$ cat config.mk
export PLATFORM = sky130hd
export DESIGN_NAME = attempt_rate_limiter_lockout
export DESIGN_NICKNAME = d
export VERILOG_FILES = /design/src/hw/rtl/arll_pkg.sv /design/src/hw/rtl/arll_log_mem.sv /design/src/hw/rtl/arll_sec_div.sv /design/src/hw/rtl/attempt_rate_limiter_lockout.sv
export VERILOG_INCLUDE_DIRS = /design/src /design/src/hw/rtl
export SDC_FILE = /design/constraint.sdc
export NUM_CORES = 2
export LEC_CHECK = 0
export ABC_CLOCK_PERIOD_IN_PS = 8900
export BUFFER_PORTS_ARGS = -buffer_cell sky130_fd_sc_hd__clkbuf_2
export CORE_MARGIN = 2
export CORE_UTILIZATION = 53
export CTS_CLUSTER_DIAMETER = 80
export DETAILED_ROUTE_END_ITERATION = 10
export GPL_ROUTABILITY_DRIVEN = 0
export PLACE_DENSITY = 0.79
export SLEW_MARGIN = 10
export SYNTH_ARGS = -nofsm -noshare
export SYNTH_HDL_FRONTEND = slang
export SYNTH_SLANG_ARGS = --single-unit
$ cat constraint.sdc
create_clock -name clock -period 8.9 [get_ports clock]
set_clock_uncertainty 0.2 [all_clocks]
set_input_delay 1.78 -clock clock [delete_from_list [all_inputs] [get_ports clock]]
set_output_delay 1.78 -clock clock [all_outputs]
set_load 0.01 [all_outputs]
$ cat src/hw/rtl/attempt_rate_limiter_lockout_defines.svh
// assertion macros for the attempt rate limiter
`ifndef ATTEMPT_RATE_LIMITER_LOCKOUT_DEFINES_SVH
`define ATTEMPT_RATE_LIMITER_LOCKOUT_DEFINES_SVH

// same-cycle implication check
`define ARLL_ASSERT_SAME(label, clk, rst, ante, cons) \
   label: assert property (@(posedge clk) disable iff (rst) (ante) |-> (cons)) \
      else $error("attempt limiter check failed");

// next-cycle implication check
`define ARLL_ASSERT_NEXT(label, clk, rst, ante, cons) \
   label: assert property (@(posedge clk) disable iff (rst) (ante) |=> (cons)) \
      else $error("attempt limiter check failed");

`endif

$ cat src/hw/rtl/arll_pkg.sv
// shared types, constants and register codes for the attempt rate limiter
package arll_pkg;

   // field widths
   localparam int TIME_W       = 64;
   localparam int WINDOW_W     = 12;
   localparam int MAX_ATT_W    = 5;
   localparam int LOCKOUT_W    = 17;
   localparam int REMAIN_W     = 17;
   localparam int ATTEMPTS_W   = 5;
   localparam int CSR_IDX_W    = 2;
   localparam int CSR_DATA_W   = 17;

   // nanoseconds per second and derived product widths
   localparam int NS_W = 30;
   localparam logic [NS_W-1:0] NS_PER_SEC = NS_W'(1000000000);
   localparam int SPAN_W = WINDOW_W + NS_W;
   localparam int ADD_W  = LOCKOUT_W + NS_W;

   // divider geometry: a 64-bit value over 1e9 (at least 2^29) fits in QUOT_W bits
   localparam int QUOT_W     = TIME_W - (NS_W - 1);

   // upper-word fold: 2^32 = 4 * 1e9 + (FOLD_K << FOLD_SH)
   localparam int HALF_W     = 32;
   localparam int FOLD_W     = 18;
   localparam int FOLD_SH    = 11;
   localparam logic [FOLD_W-1:0] FOLD_K = FOLD_W'(144027);

   // ten folds bring any 64-bit value below 2^32; one spare fold, then the tail step
   localparam int DIV_CYCLES = 12;

   // defaults
   localparam int unsigned LOG_DEPTH_DEFAULT = 16;
   localparam logic [WINDOW_W-1:0]  WINDOW_RESET  = WINDOW_W'(60);
   localparam logic [MAX_ATT_W-1:0] MAX_ATT_RESET = MAX_ATT_W'(10);
   localparam logic [LOCKOUT_W-1:0] LOCKOUT_RESET = LOCKOUT_W'(300);

   // register indexes
   localparam logic [CSR_IDX_W-1:0] CSR_WINDOW  = 2'd0;
   localparam logic [CSR_IDX_W-1:0] CSR_MAX_ATT = 2'd1;
   localparam logic [CSR_IDX_W-1:0] CSR_LOCKOUT = 2'd2;

   // operation codes
   localparam logic OP_ATTEMPT = 1'b0;
   localparam logic OP_POLL    = 1'b1;

   // sequencer states
   typedef enum logic [5:0] {
      ST_IDLE  = 6'b000001,
      ST_CALC  = 6'b000010,
      ST_PRUNE = 6'b000100,
      ST_START = 6'b001000,
      ST_DIV   = 6'b010000,
      ST_DONE  = 6'b100000
   } state_type;

   // divider status toward the sequencer
   typedef struct packed {
      logic busy;
      logic done;
   } div_stat_type;

endpackage

$ cat src/hw/rtl/arll_log_mem.sv
// timestamp log memory, one write and one registered read port
module arll_log_mem #(
   parameter int unsigned DEPTH = arll_pkg::LOG_DEPTH_DEFAULT
) (
   input  logic                        clock,
   input  logic                        wr_en,
   input  logic [$clog2(DEPTH)-1:0]    wr_addr,
   input  logic [arll_pkg::TIME_W-1:0] wr_data,
   input  logic [$clog2(DEPTH)-1:0]    rd_addr,
   output logic [arll_pkg::TIME_W-1:0] rd_data
);
   import arll_pkg::*;

   logic [TIME_W-1:0] mem_ff [DEPTH];
   logic [TIME_W-1:0] rd_data_ff;

   // write port
   always_ff @(posedge clock) begin
      if (wr_en) begin
         mem_ff[wr_addr] <= wr_data;
      end
   end

   // read port, registered
   always_ff @(posedge clock) begin
      rd_data_ff <= mem_ff[rd_addr];
   end

   assign rd_data = rd_data_ff;

endmodule

$ cat src/hw/rtl/arll_sec_div.sv
// multi-cycle divider by one billion: folds the upper word back as 2^32 mod 1e9
module arll_sec_div (
   input  logic                        clock,
   input  logic                        reset,
   input  logic                        start,
   input  logic [arll_pkg::TIME_W-1:0] dividend,
   output arll_pkg::div_stat_type      stat,
   output logic [arll_pkg::QUOT_W-1:0] quotient
);
   import arll_pkg::*;

   localparam int CNT_W = $clog2(DIV_CYCLES + 1);
   localparam logic [HALF_W-1:0] SEC_1 = HALF_W'(NS_PER_SEC);
   localparam logic [HALF_W-1:0] SEC_2 = HALF_W'(64'd2000000000);
   localparam logic [HALF_W-1:0] SEC_3 = HALF_W'(64'd3000000000);
   localparam logic [HALF_W-1:0] SEC_4 = HALF_W'(64'd4000000000);

   logic [TIME_W-1:0]        rem_ff,  rem_in;
   logic [QUOT_W-1:0]        quot_ff, quot_in;
   logic [CNT_W-1:0]         cnt_ff,  cnt_in;
   logic                     busy_ff, busy_in;
   logic                     done_ff, done_in;
   logic [HALF_W-1:0]        rem_hi;
   logic [HALF_W-1:0]        rem_lo;
   logic [HALF_W+FOLD_W-1:0] fold;
   logic [TIME_W-1:0]        fold_sum;
   logic [2:0]               tail;

   // one fold per cycle: hi * 2^32 + lo = 4 * hi * 1e9 + hi * (2^32 mod 1e9) + lo
   assign rem_hi   = rem_ff[TIME_W-1:HALF_W];
   assign rem_lo   = rem_ff[HALF_W-1:0];
   assign fold     = rem_hi * FOLD_K;
   assign fold_sum = TIME_W'({fold, {FOLD_SH{1'b0}}}) + TIME_W'(rem_lo);

   // whole seconds left in a remainder below 2^32
   assign tail = (rem_lo >= SEC_4) ? 3'd4 :
                 (rem_lo >= SEC_3) ? 3'd3 :
                 (rem_lo >= SEC_2) ? 3'd2 :
                 (rem_lo >= SEC_1) ? 3'd1 : 3'd0;

   // sequencing of the folds and the tail step
   always_comb begin
      rem_in  = rem_ff;
      quot_in = quot_ff;
      cnt_in  = cnt_ff;
      busy_in = busy_ff;
      done_in = 1'b0;
      if (start) begin
         rem_in  = dividend;
         quot_in = '0;
         cnt_in  = CNT_W'(DIV_CYCLES);
         busy_in = 1'b1;
      end else if (busy_ff) begin
         cnt_in = cnt_ff - 1'b1;
         if (cnt_ff == CNT_W'(1)) begin
            quot_in = quot_ff + QUOT_W'(tail);
            busy_in = 1'b0;
            done_in = 1'b1;
         end else begin
            rem_in  = fold_sum;
            quot_in = quot_ff + QUOT_W'({rem_hi, 2'b00});
         end
      end
   end

   // control registers
   always_ff @(posedge clock) begin
      if (reset) begin
         busy_ff <= 1'b0;
         done_ff <= 1'b0;
         cnt_ff  <= '0;
      end else begin
         busy_ff <= busy_in;
         done_ff <= done_in;
         cnt_ff  <= cnt_in;
      end
   end

   // datapath registers
   always_ff @(posedge clock) begin
      rem_ff  <= rem_in;
      quot_ff <= quot_in;
   end

   assign stat.busy = busy_ff;
   assign stat.done = done_ff;
   assign quotient  = quot_ff;

endmodule

$ cat src/hw/rtl/attempt_rate_limiter_lockout.sv
// top level of the sliding-window attempt limiter with lockout
//
// usage:
// - request channel (req_): op and a nanosecond time stamp; a transaction moves
//   when req_valid is high and req_stall is low. op 0 is an attempt, op 1 a poll.
// - response channel (rsp_): allowed, locked_out, remaining_seconds and
//   attempts_in_window, one response per request, in order.
// - csr_ port: window, attempt limit and lockout length, written while idle.
// - path from request to response register: a poll or a locked-out attempt skips
//   the log walk; any other attempt walks the log and drops expired entries. The
//   log walk reads one entry per cycle from the log memory,
//   and the seconds divider holds the sequencer in ST_DIV until it is done.
// - one request at a time; a new request is taken as soon as the previous
//   result sits in the response register, even while that response is stalled.
// - when rsp_stall holds a response, the next result waits inside the block
//   and req_stall stays high until it can move into the response register.
// - reset clears the log count, head, lockout end and registers to defaults;
//   the log memory needs no clearing pass.
`include "attempt_rate_limiter_lockout_defines.svh"

module attempt_rate_limiter_lockout #(
   parameter int unsigned LOG_DEPTH = arll_pkg::LOG_DEPTH_DEFAULT
) (
   input  logic                            clock,
   input  logic                            reset,
   input  logic                            req_valid,
   output logic                            req_stall,
   input  logic                            req_op,
   input  logic [arll_pkg::TIME_W-1:0]     req_time_ns,
   output logic                            rsp_valid,
   input  logic                            rsp_stall,
   output logic                            rsp_allowed,
   output logic                            rsp_locked_out,
   output logic [arll_pkg::REMAIN_W-1:0]   rsp_remaining_seconds,
   output logic [arll_pkg::ATTEMPTS_W-1:0] rsp_attempts_in_window,
   input  logic                            csr_we,
   input  logic [arll_pkg::CSR_IDX_W-1:0]  csr_index,
   input  logic [arll_pkg::CSR_DATA_W-1:0] csr_wdata
);
   import arll_pkg::*;

   localparam int ADDR_W = $clog2(LOG_DEPTH);
   localparam int CNT_W  = $clog2(LOG_DEPTH + 1);
   localparam int LIM_W  = (CNT_W > MAX_ATT_W) ? CNT_W : MAX_ATT_W;
   localparam int SUM_W  = CNT_W + 1;

   state_type              state_ff, state_in;
   logic                   op_ff;
   logic [TIME_W-1:0]      now_ff;
   logic [TIME_W-1:0]      cutoff_ff, cutoff_in;
   logic [SPAN_W-1:0]      span_ff;
   logic [ADD_W-1:0]       add_ff;
   logic [WINDOW_W-1:0]    window_ff;
   logic [MAX_ATT_W-1:0]   max_att_ff;
   logic [LOCKOUT_W-1:0]   lockout_sec_ff;
   logic [ADDR_W-1:0]      head_ff, head_in;
   logic [CNT_W-1:0]       count_ff, count_in;
   logic [TIME_W-1:0]      lockout_end_ff, lockout_end_in;
   logic                   allowed_ff, allowed_in;
   logic                   locked_ff, locked_in;
   logic                   rsp_valid_ff, rsp_valid_in;
   logic                   rsp_allowed_ff;
   logic                   rsp_locked_ff;
   logic [REMAIN_W-1:0]    rsp_remain_ff;
   logic [ATTEMPTS_W-1:0]  rsp_attempts_ff;

   logic                   req_accept;
   logic                   rsp_load;
   logic                   wr_en;
   logic [ADDR_W-1:0]      wr_addr;
   logic [ADDR_W-1:0]      rd_addr;
   logic [TIME_W-1:0]      rd_data;
   logic [ADDR_W-1:0]      head_inc;
   logic [SUM_W-1:0]       wr_sum;
   logic [LIM_W-1:0]       limit;
   logic [LIM_W-1:0]       count_ext;
   logic                   drop;
   logic [TIME_W:0]        end_sum;
   logic [TIME_W-1:0]      end_sat;
   logic                   div_start;
   div_stat_type           div_stat;
   logic [QUOT_W-1:0]      quotient;

   assign req_stall  = (state_ff != ST_IDLE);
   assign req_accept = req_valid && !req_stall;

   // configuration registers and their nanosecond products
   always_ff @(posedge clock) begin
      if (reset) begin
         window_ff      <= WINDOW_RESET;
         max_att_ff     <= MAX_ATT_RESET;
         lockout_sec_ff <= LOCKOUT_RESET;
      end else if (csr_we) begin
         case (csr_index)
            CSR_WINDOW:  window_ff      <= csr_wdata[WINDOW_W-1:0];
            CSR_MAX_ATT: max_att_ff     <= csr_wdata[MAX_ATT_W-1:0];
            CSR_LOCKOUT: lockout_sec_ff <= csr_wdata[LOCKOUT_W-1:0];
            default: ;
         endcase
      end
   end

   always_ff @(posedge clock) begin
      span_ff <= window_ff * NS_PER_SEC;
      add_ff  <= lockout_sec_ff * NS_PER_SEC;
   end

   // log index arithmetic
   assign head_inc  = (head_ff == ADDR_W'(LOG_DEPTH - 1)) ? '0 : head_ff + 1'b1;
   assign wr_sum    = SUM_W'(head_ff) + SUM_W'(count_ff);
   assign wr_addr   = (wr_sum >= SUM_W'(LOG_DEPTH)) ? ADDR_W'(wr_sum - SUM_W'(LOG_DEPTH))
                                                    : ADDR_W'(wr_sum);
   assign limit     = (LIM_W'(max_att_ff) > LIM_W'(LOG_DEPTH)) ? LIM_W'(LOG_DEPTH)
                                                                : LIM_W'(max_att_ff);
   assign count_ext = LIM_W'(count_ff);
   assign drop      = (count_ff != '0) && (rd_data < cutoff_ff);

   // saturating lockout end
   assign end_sum = {1'b0, now_ff} + (TIME_W + 1)'(add_ff);
   assign end_sat = end_sum[TIME_W] ? '1 : end_sum[TIME_W-1:0];

   // sequencer
   always_comb begin
      state_in       = state_ff;
      cutoff_in      = cutoff_ff;
      head_in        = head_ff;
      count_in       = count_ff;
      lockout_end_in = lockout_end_ff;
      allowed_in     = allowed_ff;
      locked_in      = locked_ff;
      wr_en          = 1'b0;
      rd_addr        = head_ff;
      div_start      = 1'b0;
      rsp_load       = 1'b0;
      case (state_ff)
         ST_IDLE: begin
            allowed_in = 1'b0;
            if (req_valid) begin
               state_in = ST_CALC;
            end
         end
         ST_CALC: begin
            cutoff_in = (now_ff >= TIME_W'(span_ff)) ? now_ff - TIME_W'(span_ff) : '0;
            if ((op_ff == OP_POLL) || (lockout_end_ff > now_ff)) begin
               state_in = ST_START;
            end else begin
               state_in = ST_PRUNE;
            end
         end
         ST_PRUNE: begin
            if (drop) begin
               head_in  = head_inc;
               count_in = count_ff - 1'b1;
               rd_addr  = head_inc;
            end else if (count_ext >= limit) begin
               lockout_end_in = end_sat;
               state_in       = ST_START;
            end else begin
               wr_en      = 1'b1;
               count_in   = count_ff + 1'b1;
               allowed_in = 1'b1;
               state_in   = ST_START;
            end
         end
         ST_START: begin
            locked_in = (lockout_end_ff > now_ff);
            div_start = 1'b1;
            state_in  = ST_DIV;
         end
         ST_DIV: begin
            if (div_stat.done) begin
               state_in = ST_DONE;
            end
         end
         ST_DONE: begin
            if (!rsp_valid_ff || !rsp_stall) begin
               rsp_load = 1'b1;
               state_in = ST_IDLE;
            end
         end
         default: begin
            state_in = ST_IDLE;
         end
      endcase
   end

   assign rsp_valid_in = rsp_load ? 1'b1 : (rsp_valid_ff && rsp_stall);

   // control state
   always_ff @(posedge clock) begin
      if (reset) begin
         state_ff       <= ST_IDLE;
         head_ff        <= '0;
         count_ff       <= '0;
         lockout_end_ff <= '0;
         rsp_valid_ff   <= 1'b0;
      end else begin
         state_ff       <= state_in;
         head_ff        <= head_in;
         count_ff       <= count_in;
         lockout_end_ff <= lockout_end_in;
         rsp_valid_ff   <= rsp_valid_in;
      end
   end

   // transaction and working registers
   always_ff @(posedge clock) begin
      if (req_accept) begin
         op_ff  <= req_op;
         now_ff <= req_time_ns;
      end
      cutoff_ff  <= cutoff_in;
      allowed_ff <= allowed_in;
      locked_ff  <= locked_in;
   end

   // response payload
   always_ff @(posedge clock) begin
      if (rsp_load) begin
         rsp_allowed_ff  <= allowed_ff;
         rsp_locked_ff   <= locked_ff;
         rsp_remain_ff   <= locked_ff ? quotient[REMAIN_W-1:0] : '0;
         rsp_attempts_ff <= count_ext[ATTEMPTS_W-1:0];
      end
   end

   assign rsp_valid              = rsp_valid_ff;
   assign rsp_allowed            = rsp_allowed_ff;
   assign rsp_locked_out         = rsp_locked_ff;
   assign rsp_remaining_seconds  = rsp_remain_ff;
   assign rsp_attempts_in_window = rsp_attempts_ff;

   // timestamp log
   arll_log_mem #(
      .DEPTH(LOG_DEPTH)
   ) u_log_mem (
      .clock  (clock),
      .wr_en  (wr_en),
      .wr_addr(wr_addr),
      .wr_data(now_ff),
      .rd_addr(rd_addr),
      .rd_data(rd_data)
   );

   // remaining lockout seconds
   arll_sec_div u_sec_div (
      .clock   (clock),
      .reset   (reset),
      .start   (div_start),
      .dividend(lockout_end_ff - now_ff),
      .stat    (div_stat),
      .quotient(quotient)
   );

   // checks
   `ARLL_ASSERT_SAME(a_allowed_not_locked, clock, reset, rsp_valid && rsp_allowed, !rsp_locked_out)
   `ARLL_ASSERT_SAME(a_unlocked_no_remain, clock, reset, rsp_valid && !rsp_locked_out, rsp_remaining_seconds == '0)
   `ARLL_ASSERT_NEXT(a_log_write_counts, clock, reset, wr_en, count_ff == $past(count_ff) + CNT_W'(1))
   `ARLL_ASSERT_SAME(a_div_start_free, clock, reset, div_start, !div_stat.busy)

endmodule
Word level (Yosys, flattened, before mapping)
Memory sizes are Yosys's and may differ from the RTL's. A register that Yosys moved wholly into a read port is not among the register bits.
Index checks and enable logic that the tools add are counted.
- flip-flop bits (word level): 445
- latch bits: 0
- bits in writable memories: 1024
- memory bits (read-only): 0
- input port bits: 89
- word-level logic and storage cells: 133
- memories: 1
- memories (name ; words ; width ; rd ports ; clocked after memory_dff ; write ports ; RTL line ; RTL):
    u_log_mem.mem_ff ; 16 ; 64 ; 1 ; 1 ; 1 ; arll_log_mem.sv:14 ; logic [TIME_W-1:0] mem_ff [DEPTH];
- add/sub/neg operators: 12
- multipliers: 3
- div/mod/pow operators: 0
- order comparisons: 10
- equal/unequal tests: 18
- shift operators: 0
- multiplexer cells: 40
- bitwise gates (word level): 2
- reductions and logical operators: 22
- operator list (kind ; count):
    2-to-1 mux 64 bit ; 4
    adder 64 x 47 -> 65 bit ; 1
    greater-or-equal comparator 32 bit, second input constant ; 2
    greater-or-equal comparator 64 x 42 -> 1 bit ; 1
    greater-than comparator 64 bit ; 1
    < comparator 64 bit ; 1
    subtractor 64 x 42 -> 64 bit ; 1
    subtractor 64 bit ; 1
    adder 61 x 32 -> 62 bit ; 1
    multiplier 32 x 18 -> 50 bit, second input constant ; 1
    multiplier 17 x 21 -> 38 bit, second input constant ; 1
    one-hot mux 6 bit (6 select lines) ; 1
    adder 35 x 3 -> 35 bit ; 1
    adder 35 x 34 -> 35 bit ; 1
    2-to-1 mux 35 bit ; 1
    multiplier 12 x 21 -> 33 bit, second input constant ; 1
    greater-or-equal comparator 32 x 30 -> 1 bit, second input constant ; 1
    greater-or-equal comparator 32 x 31 -> 1 bit, second input constant ; 1
    2-to-1 mux 4 bit ; 7
    2-to-1 mux 6 bit ; 4
    2-to-1 mux 1 bit ; 16
    2-to-1 mux 5 bit ; 3
    inequality test 2 bit, second input constant ; 6
    AND reduction 2 bit ; 5
    33 further kinds ; 44

Logic depth before layout (Yosys ltp)
- word-level depth: 8
- gate-level depth with buffers: 31
- depth with buffers taken out: 30

Cells and area by module
A second synthesis with hierarchy kept.
- cell total of the unflattened synthesis: 7259
- area total of the unflattened synthesis: 90202.8 um^2
- by module, submodules not included (module ; instances ; cells an instance ; area each (um^2) ; seq. area each (um^2)):
    arll_log_mem ; 1 ; 1647 ; 39581.7 ; 32030.7
    attempt_rate_limiter_lockout ; 1 ; 3439 ; 31931.9 ; 8358.0
    arll_sec_div ; 1 ; 2173 ; 18689.2 ; 2742.6

Worst setup path after synthesis
OpenSTA, ideal clock, no wires.
- path kind: register -> register
- start point: register u_sec_div.rem_ff[41]
- end point: register u_sec_div.rem_ff[47], data pin
- arrival time: 6677 ps
- slack: 1755 ps
- stages on the path, launching flop included: 31
- buffers on the path: 1
- period minus slack after synthesis: 7145 ps
- path through: edfxtp_1 ha_1 inv_1 fa_1 inv_1 fa_1 inv_1 fa_1 fa_1 inv_1 ha_1 a21oi_1 o21ai_1 o21a_1 o21a_1 nor2_1 xnor2_1 ha_1 a21o_1 a21o_1 a21oi_1 nand2_1 or3_1 a2111oi_0 nor3_1 nand3_1 nor2b_1 clkbuf_1 and3_1 o21ai_0 o21ai_0
- cells in the longest elaborated chain, start to end: 5
- RTL lines (element ; RTL line ; RTL):
    from (decl) ; arll_sec_div.sv:18 ; logic [TIME_W-1:0] rem_ff, rem_in;
    from (signal assigned) ; arll_sec_div.sv:81 ; rem_ff <= rem_in;
    multiplier 32 x 18 -> 50 bit ; arll_sec_div.sv:32 ; assign fold = rem_hi * FOLD_K;
    adder 61 x 32 -> 62 bit ; arll_sec_div.sv:33 ; assign fold_sum = TIME_W'({fold, {FOLD_SH{1'b0}}}) + TIME_W'(rem_lo);
    2-to-1 mux 64 bit ; arll_sec_div.sv:55 ; if (cnt_ff == CNT_W'(1)) begin
    2-to-1 mux 64 bit ; arll_sec_div.sv:53 ; end else if (busy_ff) begin
    2-to-1 mux 64 bit ; arll_sec_div.sv:48 ; if (start) begin
    net u_sec_div.rem_in[47] ; arll_sec_div.sv:18 ;
The timed path passes the listed nets, and every way through them passes these cells. The select of a mux whose other input is x is not followed.
A chain may end at the register's enable or synchronous reset.

Final worst setup path
- start point: register u_sec_div.rem_ff[42]
- end point: register u_sec_div.rem_ff[45], data pin
The elaborated chain is that of the path after synthesis.

==> flow_metrics.env <==
export IMPL_path_clk_slew_ps=60
export IMPL_grt_max_degree=186
export IMPL_setup_violations=0
export IMPL_outcome="completed"
export IMPL_final_util_pct=58.7
export IMPL_async_reset_ff_share_pct=0
export IMPL_first_pass_iters=9
export IMPL_fin_setup_tns_ps=0
export IMPL_die_h_um=412
export IMPL_cts_tree="yes"
export IMPL_synth_ff_type="edfxtp_1"
export IMPL_cts_sinks=1506
export IMPL_grt_busiest_layer="met2"
export IMPL_ir_drop_uv=180
export IMPL_gr_usage_met1_pct=37.8
export IMPL_yosys_area_top_type="edfxtp_1"
export IMPL_relSlewSlack_pct=13.6
export IMPL_post_cts_buffers=0
export IMPL_drv_cap=0
export IMPL_layout_drive_gt1_share_pct=6.16
export IMPL_insertion_delay_ps=820
export IMPL_grt_use_met2_pct=44.5
export IMPL_netlist_area_um2=88400
export IMPL_n_fill_cell=12700
export IMPL_synthDistinctLibCells=80
export IMPL_drt_wirelength_per_cell_um=22.7
export IMPL_worst_slew_pin_slew_ps=1290
export IMPL_p_per_area_nw_per_um2=227
export IMPL_track_usage_pct=28.1
export IMPL_critical_path_class="reg2reg"
export IMPL_h_tree_depth=4
export IMPL_rsz0062_at_grt="no"
export IMPL_routed_wl_um=240000
export IMPL_critPathMaxFanout=8
export IMPL_dpl_instance_area_um2=91600
export IMPL_cts_root_buf="clkbuf_16"
export IMPL_synth_warnings=0
export IMPL_synth_common_cells="1319 x nand2_1, 1234 x edfxtp_1, 902 x inv_1"
export IMPL_end_kind="flop"
export IMPL_cts_buffers=158
export IMPL_stdcell_count=10600
export IMPL_synth_area_top_cells="edfxtp_1 42%, ha_1 10%, fa_1 9.9%, dfxtp_1 6.2%, nand2_1 5.6%"
export IMPL_cp_arrival_ps=8880
export IMPL_grt_pass1_wl_um=367000
export IMPL_fin_crit_sh_pct=96.2
export IMPL_hold_path_class="reg2reg"
export IMPL_syn_avg_cell_area_um2=10.7
export IMPL_finalMaxSlewViolations=0
export IMPL_timing_fmax_ghz=0.117
export IMPL_die_x_um=412
export IMPL_p_leak_nw=40.3
export IMPL_synthCells=8235
export IMPL_dieArea_um2=170000
export IMPL_grt_pass1_vias=63600
export IMPL_cp_slowest_stage_delay_ps=560
export IMPL_cts_buffer_depth=3
export IMPL_dp_cells=10300
export IMPL_grt_util_met3_pct=5.76
export IMPL_startpoint_type="flop"
export IMPL_cts_resized=0
export IMPL_initial_core_util_pct=53.4
export IMPL_synth_edf_count=1234
export IMPL_synth_seq_cells=1506
export IMPL_synth_top_area_share_pct=41.9
export IMPL_cts_hold_buf=0
export IMPL_fin_area_um2=97000
export IMPL_core_um2=165000
export IMPL_row_count=149
export IMPL_p_total_w=0.0220
export IMPL_antenna_found_initial=7
export IMPL_viasPerCell=6.06
export IMPL_vias=64300
export IMPL_drt_iter0_drc=8149
export IMPL_synth_seq_area_share_pct=48.1
export IMPL_fin_nets=9530
export IMPL_cp_required_ps=9220
export IMPL_synth_most_common_cell="nand2_1"
export IMPL_hold_viol_final=0
export IMPL_dp_hpwl_um=160000
export IMPL_synth_net_count=9476
export IMPL_ant_nets=0
export IMPL_io_pins=115
export IMPL_timing_final_crit_period_ps=8560
export IMPL_port_buffers=114
export IMPL_gr_total_overflow=0
export IMPL_drcViolationCount=0
export IMPL_syn2layout_area_growth_pct=9.74
export IMPL_cp_slowest_cell="edfxtp_1"
## layer usage
layer / wire length (um) / part of all wire (%)
met5: 80 / 0.033
met4: 11000 / 4.6
met3: 26000 / 11
met2: 109000 / 45
met1: 94300 / 39
## per-stage QoR
step	hold slack (ps)	setup slack [ps]
after floorplan	200	1760
after detailed placement	238	721
final	266	337
after global routing	267	33.3
after global placement	233	862
after CTS	263	641
## critical path, delay by kind of cell (launching register included)
kind | cells | cell delay (ps)
adders and majority gates | 7 | 3320
DFF | 1 | 560
and+or+nand+nor | 5 | 1780
buffers and inverters | 4 | 250
AOI/OAI and AO/OA | 10 | 1840
xor gates and xnor gates | 2 | 290
## path summary, 6_finish.rpt
kind	depth (start not counted)	slack, ps	start	end
setup / recovery	28	340	u_sec_div.rem_ff[42]	u_sec_div.rem_ff[45]
hold / removal	0	270	allowed_ff	rsp_allowed
setup reg to reg	28	340	u_sec_div.rem_ff[42]	u_sec_div.rem_ff[45]
hold reg to reg	0	270	allowed_ff	rsp_allowed
## final cells by class
class                   instances  area, um^2  share of cell area (%)
clock inverters                81        1050                    1.08
repair buffers                206        1400                    1.44
well taps                    2189        2740                    2.82
multi-input cells            5512       41500                    42.8
flip-flops and latches       1506       42500                    43.8
inverters                     905        3400                    3.50
clock buffers                 214        4390                    4.52
diodes                          1        2.50                 0.00258
## flip-flops by register name, summed over array words and instances, names as in the netlist, 4 cells and up
name and cells:
span_ff 33, u_sec_div.cnt_ff 4, lockout_sec_ff 17, window_ff 12, cutoff_ff 64, u_log_mem.mem_ff 1024, u_log_mem.rd_data 64, rsp_remaining_seconds 17
lockout_end_ff 64, u_sec_div.rem_ff 55, rsp_attempts_in_window 5, now_ff 64, state_ff 6, max_att_ff 5, count_ext 5, u_sec_div.quotient 17
add_ff 38, head_ff 4
## cells by family after synthesis
kind of cell	synth area share, %
AO/OA/AOI/OAI	10.1
XOR/XNOR	2.97
adder cells (fa/ha/maj)	20.0
buffers and inverters	5.23
flip-flops	48.1
multiplexers	0.173
AND/OR/NAND/NOR	13.4
## cell usage in the layout, fill, tap and decap left out, drive strengths merged, types with 112 or more instances in the layout
cell type,Yosys,layout
a21o,134,134
a21oi,458,458
clkbuf,291,327
dfxtp,272,272
edfxtp,1234,1234
fa,437,437
ha,715,715
inv,905,915
nand2,1319,1319
nand3,466,466
nor2,431,431
o21ai,225,225
xnor2,188,188
xor2,112,112
## report_power, final
part | internal [W] | switching (W) | leakage, nW
Sequential | 0.00815 | 0.000286 | 13.4
Combinational | 0.00272 | 0.00405 | 24.3
Clock | 0.00388 | 0.00291 | 2.62
(Power assumes the default switching activity.)
